--- src/rtl/core/nsc_pkg.sv ---
package nsc_pkg;

  // default longest sentence body
  localparam int MAX_BODY_DEFAULT = 255;

  // result kinds
  localparam logic [2:0] KIND_BODY     = 3'd0;
  localparam logic [2:0] KIND_GOOD     = 3'd1;
  localparam logic [2:0] KIND_MISMATCH = 3'd2;
  localparam logic [2:0] KIND_BAD_CHAR = 3'd3;
  localparam logic [2:0] KIND_BAD_HEX  = 3'd4;
  localparam logic [2:0] KIND_TOO_LONG = 3'd5;

  // special characters
  localparam logic [6:0] CHAR_START = 7'h24;
  localparam logic [6:0] CHAR_END   = 7'h2a;
  localparam logic [6:0] CHAR_DOT   = 7'h2e;
  localparam logic [6:0] CHAR_COMMA = 7'h2c;
  localparam logic [6:0] CHAR_PLUS  = 7'h2b;
  localparam logic [6:0] CHAR_MINUS = 7'h2d;

  typedef enum logic [1:0] {
    PH_SEARCH,
    PH_READ,
    PH_CK0,
    PH_CK1
  } phase_t;

  typedef struct packed {
    logic [7:0] rx_byte;
    logic       block_last;
  } item_t;

  typedef struct packed {
    logic [2:0] result_kind;
    logic [7:0] body_byte;
    logic [7:0] sentence_length;
    logic [7:0] computed_sum;
    logic [7:0] received_sum;
  } result_t;

  // character class of one byte
  typedef struct packed {
    logic       is_content;
    logic       is_start;
    logic       is_end;
    logic       is_hex;
    logic [3:0] hex_val;
  } char_class_t;

endpackage

--- src/rtl/core/nsc_engine.sv ---
module nsc_engine
  import nsc_pkg::*;
#(
  parameter int MAX_BODY = MAX_BODY_DEFAULT
)
(
  input  logic        clk,
  input  logic        rst,
  input  logic        word_valid,
  input  item_t       word,
  input  char_class_t cls,
  output logic        advance,
  output logic        result_valid,
  input  logic        result_ready,
  output result_t     result
);

  localparam int CW = $clog2(MAX_BODY + 1);

  phase_t          phase;
  phase_t          phase_next;
  logic [7:0]      running_xor;
  logic [7:0]      running_xor_next;
  logic [CW-1:0]   body_count;
  logic [CW-1:0]   body_count_next;
  logic [3:0]      high_digit;
  logic [3:0]      high_digit_next;
  logic            emit;
  result_t         result_next;
  logic [7:0]      reported;
  logic            too_long;

  // step when the result slot is free or being emptied
  assign advance  = word_valid && (!result_valid || result_ready);
  assign reported = {high_digit, cls.hex_val};
  assign too_long = (body_count >= CW'(MAX_BODY));

  // next phase
  always_comb begin
    phase_next = phase;
    unique case (phase)
      PH_SEARCH: begin
        if (cls.is_start) phase_next = PH_READ;
      end
      PH_READ: begin
        if (cls.is_end) begin
          phase_next = PH_CK0;
        end else if (!cls.is_content || too_long) begin
          phase_next = PH_SEARCH;
        end
      end
      PH_CK0: begin
        phase_next = cls.is_hex ? PH_CK1 : PH_SEARCH;
      end
      PH_CK1: begin
        phase_next = PH_SEARCH;
      end
      default: phase_next = PH_SEARCH;
    endcase
    if (word.block_last) phase_next = PH_SEARCH;
  end

  // datapath and result for this word
  always_comb begin
    running_xor_next = running_xor;
    body_count_next  = body_count;
    high_digit_next  = high_digit;
    emit             = 1'b0;
    result_next      = '0;
    unique case (phase)
      PH_SEARCH: begin
        if (cls.is_start) begin
          running_xor_next = '0;
          body_count_next  = '0;
        end
      end
      PH_READ: begin
        if (cls.is_end) begin
          emit = 1'b0;
        end else if (!cls.is_content) begin
          emit                    = 1'b1;
          result_next.result_kind = KIND_BAD_CHAR;
        end else if (too_long) begin
          emit                    = 1'b1;
          result_next.result_kind = KIND_TOO_LONG;
        end else begin
          emit                    = 1'b1;
          body_count_next         = body_count + CW'(1);
          running_xor_next        = running_xor ^ word.rx_byte;
          result_next.result_kind = KIND_BODY;
          result_next.body_byte   = word.rx_byte;
        end
      end
      PH_CK0: begin
        if (cls.is_hex) begin
          high_digit_next = cls.hex_val;
        end else begin
          emit                    = 1'b1;
          result_next.result_kind = KIND_BAD_HEX;
        end
      end
      PH_CK1: begin
        emit = 1'b1;
        if (cls.is_hex) begin
          result_next.result_kind  = (reported == running_xor) ?
                                     KIND_GOOD : KIND_MISMATCH;
          result_next.received_sum = reported;
        end else begin
          result_next.result_kind = KIND_BAD_HEX;
        end
      end
      default: emit = 1'b0;
    endcase
    result_next.sentence_length = 8'(body_count_next);
    result_next.computed_sum    = running_xor_next;
  end

  // sentence state
  always_ff @(posedge clk) begin
    if (rst) begin
      phase       <= PH_SEARCH;
      running_xor <= '0;
      body_count  <= '0;
      high_digit  <= '0;
    end else if (advance) begin
      phase       <= phase_next;
      running_xor <= running_xor_next;
      body_count  <= body_count_next;
      high_digit  <= high_digit_next;
    end
  end

  // result register
  always_ff @(posedge clk) begin
    if (rst) begin
      result_valid <= 1'b0;
    end else if (advance) begin
      result_valid <= emit;
    end else if (result_ready) begin
      result_valid <= 1'b0;
    end
  end

  always_ff @(posedge clk) begin
    if (advance) begin
      result <= result_next;
    end
  end

endmodule

--- config.mk ---
export PLATFORM = sky130hd
export DESIGN_NAME = nsc_engine
export DESIGN_NICKNAME = d
export VERILOG_FILES = /design/src/rtl/core/nsc_pkg.sv /design/src/rtl/core/nsc_engine.sv
export SDC_FILE = /design/constraint.sdc
export NUM_CORES = 1
export LEC_CHECK = 0
export BUFFER_PORTS_ARGS = -buffer_cell sky130_fd_sc_hd__buf_2
export CAP_MARGIN = 15
export CORE_ASPECT_RATIO = 1.5
export CORE_MARGIN = 2
export CORE_UTILIZATION = 55
export CTS_CLUSTER_DIAMETER = 50
export CTS_CLUSTER_SIZE = 25
export DETAILED_ROUTE_END_ITERATION = 16
export GPL_ROUTABILITY_DRIVEN = 0
export PLACE_DENSITY = 0.85
export SYNTH_ARGS = -nofsm -noshare
export SYNTH_HDL_FRONTEND = slang
export SYNTH_SLANG_ARGS = --single-unit
--- constraint.sdc ---
create_clock -name clk -period 2.9 [get_ports clk]
set_input_delay 0.58 -clock clk [delete_from_list [all_inputs] [get_ports clk]]
set_output_delay 0.58 -clock clk [all_outputs]
set_load 0.02 [all_outputs]
==> flow_summary.yaml, run 1 <==
run_status:
  status: "finished clean"
sta:
  relSlewSlack_pct: 50.85
  skew_ps: 8.946
  setup_violations: 0
  period_share_pct: 76.83
  fin_tns_setup_ps: 0
  fmax_mhz: 448.8
  setup_ws_ps: 672.0
  grt_setup_unrepaired: "false"
  tightest_slew_ps: 732.4
  finalCriticalPeriod_ps: 2228
  report.final.slew_viol_count: 0
  finalHoldViolCount: 0
global_routing:
  grt_pass1_wl_um: 10740
  overflow: 0
  track_usage_pct: 23.73
  antenna_found_initial: 0
  first_global_vias: 2231
  grt_max_degree: 35
drt:
  vias: 2567
  wl_um: 6932
  drtPass1Iterations: 5
  wl_per_cell_um: 16.62
  drt_iter0_markers: 134
  drc_errors: 0
  vias_per_cell: 6.156
  ant_nets: 0
logic_synthesis:
  seq_area_frac_synth_pct: 51.19
  syn-num-nets: 308
  syn_inst: 286
  ys_ff_latch: 58
  async_flop_share_pct: 0
  synth_ff_type: "edfxtp_1"
  synth_warnings: 0
  yosysUniqueCellTypes: 54
  synth_edf_count: 35
  syn_area_sq_mm: 0.002953
  syn_area_per_cell_sq_um: 10.32
cts:
  numCtsBuffers: 9
  cts_sinks: 58
  postCtsHoldBufs: 0
  cts_max_path_buffers: 2
  htree_num_levels: 3
  ctsResizeCount: 0
  postCtsSetupBuffers: 0
  root_buffer: "clkbuf_8"
  clkLatencyLatePin_ps: 330
  tritoncts: "yes"
  clkTransAtPathRegs_ps: 70
worst_hold_path:
  hold_class: "in2reg"
power:
  switchingPower_uw: 493.0
  p_leak_uw: 0.001408
  p_per_area_mw_per_mm2: 563.0
  clkPwrFrac_pct: 39.6
  sw_frac_of_total_pct: 24.99
  combinationalPowerShare_pct: 11.6
  peakVddDrop_mv: 0.4357
  pwr-share-seq_pct: 48.8
  p_int_uw: 1480
critical_path:
  slowest_stage: "dfxtp_1"
  criticalPathCategory: "reg2reg"
  crit_buf_inv: 0
  cp-start-kind: "register"
  worstPathCellList: "nand4bb_1 > a2111oi_4 > and2_1 > mux2_2"
  cpLargestDelayFamily: "flip-flops"
  critPathMaxFanout: 25
  cp.arrival_ps: 2510
  required_ps: 3180
  end_kind: "register"
  slowest_delay_ps: 780
final_layout:
  fillers: 398
  multiInputGateArea_sq_mm: 0.001359
  antenna_cells: 0
  drive_gt1_share_pct: 23.50
  ff_latch_area_sq_mm: 0.001511
  nNetsFinal: 366
  stdcell_count: 417
  final_core_utilization_pct: 67.85
  design_area_sq_mm: 0.003505
  area_delta_synth_final_pct: 18.69
die:
  start_util_pct: 57.17
  die_x_um: 63.83
  coreArea_sq_mm: 0.005165
  die-area_sq_mm: 0.005983
  die_h_um: 93.74
  num_rows: 32
  ios: 58
placement:
  io_buffer_count: 57
  postPlaceCellArea_sq_mm: 0.003297
  pre_cts_slack_ps: 640.2
  dp.cells: 401
  dp_hpwl_um: 4823
job:
  drv_cap: 0
cell families (layout without fill, tap and decap cells):
group	Yosys count	in the layout	share of synthesized area, %
AO/OA/AOI/OAI	86	86	20.64
XOR/XNOR	9	9	2.670
flip-flops	58	58	51.19
multiplexers	6	6	2.076
AND/OR/NAND/NOR	106	106	20.21
adder cells (fa/ha/maj)	1	1	0.4237
buffers and inverters	20	83	2.796
layer usage:
metal,part of all wire (%),vias up,track usage [%]
li1,-,1214,-
met1,38,1220,27.78
met2,52,117,40.36
met3,7.0,16,5.995
met4,2.1,0,11.05
met5,0,-,0
cells in the mapped netlist (3+ instances only):
cell,count,area (sq um)
nand2b_1,3,18.77
and3_1,12,75.07
edfxtp_1,35,1051
o311ai_1,4,35.03
a21oi_1,17,85.08
nand4_1,4,25.02
and2_1,9,56.30
mux2i_1,5,50.05
nor2_1,11,41.29
nor3_1,3,15.01
a311o_1,5,50.05
a31oi_1,18,112.6
nor2b_1,10,62.56
nor3b_1,6,45.04
a22o_1,3,26.28
clkbuf_1,9,33.78
dfxtp_1,23,460.4
a21o_1,13,97.59
o21ai_0,10,50.05
nand2_1,27,101.4
buf_2,6,30.03
nand3_1,7,35.03
xnor2_1,8,70.07
inv_1,4,15.01
power by group through the flow:
stage          sequential [uW]  combinational [uW]  clock, uW
6_report                   962                 230        781
5_1_grt                    968                 249        821
4_1_cts                    962                 229        788
3_5_place_dp               979                 228          0
3_3_place_gp               976                 222          0
2_1_floorplan             1000                 117          0
final cells by class:
| cell class | instances | area share (%) |
|---|---|---|
| Clock buffer | 9 | 3.534 |
| Sequential cell | 58 | 43.13 |
| Inverter | 5 | 0.5355 |
| Tap cell | 68 | 2.428 |
| Multi-Input combinational cell | 208 | 38.77 |
| Timing Repair Buffer | 62 | 9.211 |
| Clock inverter | 7 | 2.392 |
cells in the final DEF (no fill, tap or decap), drive strengths merged, types with 9 or more instances in the layout:
cell    instances
a21o           13
a21oi          17
a31oi          18
and2            9
and3           12
buf            62
clkbuf          9
dfxtp          23
edfxtp         35
nand2          27
nor2           11
nor2b          10
o21ai          11
per-stage QoR:
| stage | hold WS (ps) | power (uW) |
|---|---|---|
| 2_1_floorplan | 482.0 | 1118 |
| 3_3_place_gp | 500.1 | 1198 |
| 3_5_place_dp | 518.5 | 1206 |
| 4_1_cts | 522.7 | 1979 |
| 5_1_grt | 554.1 | 2037 |
| 6_report | 535.3 | 1973 |
tightest hold or removal path: stages:
cell     delay [ps]
buf_2           110
mux2i_1          60
nor2_1           80
flip-flops by register name, indices dropped and copies added, names as in the netlist:
signal	cells
phase	2
result_valid	1
high_digit	4
running_xor	8
body_count	8
result	35
path summary, 6_finish.rpt:
check,slack (ps),startpoint,cells after the start,to
worst min register to register,540,running_xor[5],1,running_xor[5]
worst max register to register,670,phase[0],4,body_count[0]
worst max-delay path,670,phase[0],4,body_count[0]
worst min-delay path,540,cls[1],3,high_digit[1]
(Power assumes the default switching activity.)
==> run 2, diff against run 1 <==
clock period = 2.2 ns   (was 2.9 ns; I/O delays follow)
==> run 2 against run 1 <==
Against the previous run: utilization up 0.73 points; clock skew is essentially flat; register-to-register slack lost 410 ps; highest routed layer unchanged; flip-flop and latch count unchanged; first-iteration DRC count is 1.5% lower; via count shrank 0.74%; design area grew 1.1%; critical path type unchanged; clock power grew 9.5%; global-route usage is 0.37 points higher.
==> flow_summary.yaml, run 2 (synthesis results as in run 1) <==
sta:
  fmax_mhz: 515.3
  tightest_slew_ps: 724.6
  grt_setup_unrepaired: "false"
  skew_ps: 8.542
  finalHoldViolCount: 0
  relSlewSlack_pct: 51.37
  report.final.slew_viol_count: 0
  finalCriticalPeriod_ps: 1941
  setup_violations: 0
  fin_tns_setup_ps: 0
  period_share_pct: 88.21
cts:
  htree_num_levels: 3
  clkTransAtPathRegs_ps: 60
  ctsResizeCount: 0
  postCtsSetupBuffers: 0
  clkLatencyLatePin_ps: 340
  cts_max_path_buffers: 2
  root_buffer: "clkbuf_8"
  tritoncts: "yes"
  postCtsHoldBufs: 0
  numCtsBuffers: 9
  cts_sinks: 58
critical_path:
  slowest_delay_ps: 480
  required_ps: 2460
  cp_common_cell: "a31oi_1"
  cpLargestDelayFamily: "compound AO/OA/AOI/OAI gates"
  worstPathCellList: "ha_1 > and4_1 > a2111oi_4 > buf_4 > a31oi_1 > a31oi_1"
  cp.arrival_ps: 2200
  cp-start-kind: "register"
  critPathMaxFanout: 6
  reg2reg_from: "body_count[0]"
  criticalPathCategory: "reg2reg"
  worstRegToRegCells: 6
  r2r-end: "running_xor[0]"
  end_kind: "register"
  r2r_slack_ps: 260
  slowest_stage: "a2111oi_4"
  crit_buf_inv: 1
final_layout:
  top_regs: "result x35, body_count x8, running_xor x8"
  top_register: "result"
  drive_gt1_share_pct: 26.12
  largest_reg_flops: 35
  antenna_cells: 0
  stdcell_count: 424
  final_common_cell: "buf_2"
  area_delta_synth_final_pct: 19.96
  nNetsFinal: 373
  layout_common_cells: "buf_2 (57), edfxtp_1 (35), nand2_1 (27), dfxtp_1 (23), a31oi_1 (18)"
die:
  die_x_um: 63.83
  ios: 58
  die-area_sq_mm: 0.005983
  num_rows: 32
  start_util_pct: 57.17
  coreArea_sq_mm: 0.005165
  die_h_um: 93.74
run_status:
  status: "finished clean"
drt:
  drc_errors: 0
  wl_um: 6705
  vias: 2548
  drtPass1Iterations: 5
  ant_nets: 0
  wl_per_cell_um: 15.81
  drt_iter0_markers: 132
  vias_per_cell: 6.009
placement:
  io_buffer_count: 57
  dp.cells: 408
  dp_hpwl_um: 4883
global_routing:
  track_usage_pct: 24.10
  antenna_found_initial: 0
  overflow: 0
  grt_pass1_wl_um: 11050
  first_global_vias: 2328
  grt_max_degree: 35
power:
  p_leak_uw: 0.001431
  peakVddDrop_mv: 0.6686
  p_per_area_mw_per_mm2: 687.0
worst_hold_path:
  hold_class: "in2reg"
  hold_path_end: "result_valid"
  hp-start: "rst"
  whs_path_depth: 2
job:
  drv_cap: 0
-- run 2: final cells by class --
cell class	instances	area, sq um
sequential	58	1511
timing repair buffer	69	387.9
clock buffer	10	137.6
fill	411	1623
clock inverter	6	41.29
inverter	5	20.02
multi-input combinational	208	1359
tap	68	85.08
-- run 2: per-layer routing --
layer  vias to the layer above  share of wire (%)  track usage [%]
li1                       1225                  -                -
met1                      1194                 40            29.14
met2                       111                 52            39.06
met3                        18                5.2            4.436
met4                         0                3.0            15.58
met5                         -                  0                0
-- run 2: power breakdown --
part / internal (uW) / total, uW / switching [uW] / leakage, uW
Combinational: 125 / 313 / 189 / 0.000799
Clock: 437 / 855 / 417 / 0.0000847
Sequential: 1210 / 1270 / 54.1 / 0.000547
Total: 1770 / 2430 / 660 / 0.00143
-- run 2: worst reg2reg max path, stage by stage (launching register included) --
cell	delay, ps
dfxtp_1	370
ha_1	280
and4_1	280
a2111oi_4	480
buf_4	220
a31oi_1	90
a31oi_1	150
-- run 2: stage by stage --
step	hold slack (ps)	worst slack, ps	total power [uW]	cell area [sq um]	util (%)
CTS	379.2	270.4	2454	3542	68.58
detailed placement	528.3	278.7	1599	3363	65.12
finish	400.4	259.3	2433	3542	68.58
global placement	513.1	309.5	1589	3363	65.12
global route	402.9	93.04	2533	3542	68.58
floorplan	482.0	175.3	1473	2954	-
-- run 2: worst max path at each step --
stage,to,depth (start not counted),slack [ps],from
floorplan,body_count[3],5,180,result_ready
CTS,running_xor[0],6,270,body_count[0]
finish,running_xor[0],6,260,body_count[0]
global route,phase[1],5,90,phase[0]
detailed placement,result[11],6,280,body_count[0]
global placement,result[15],6,310,cls[7]
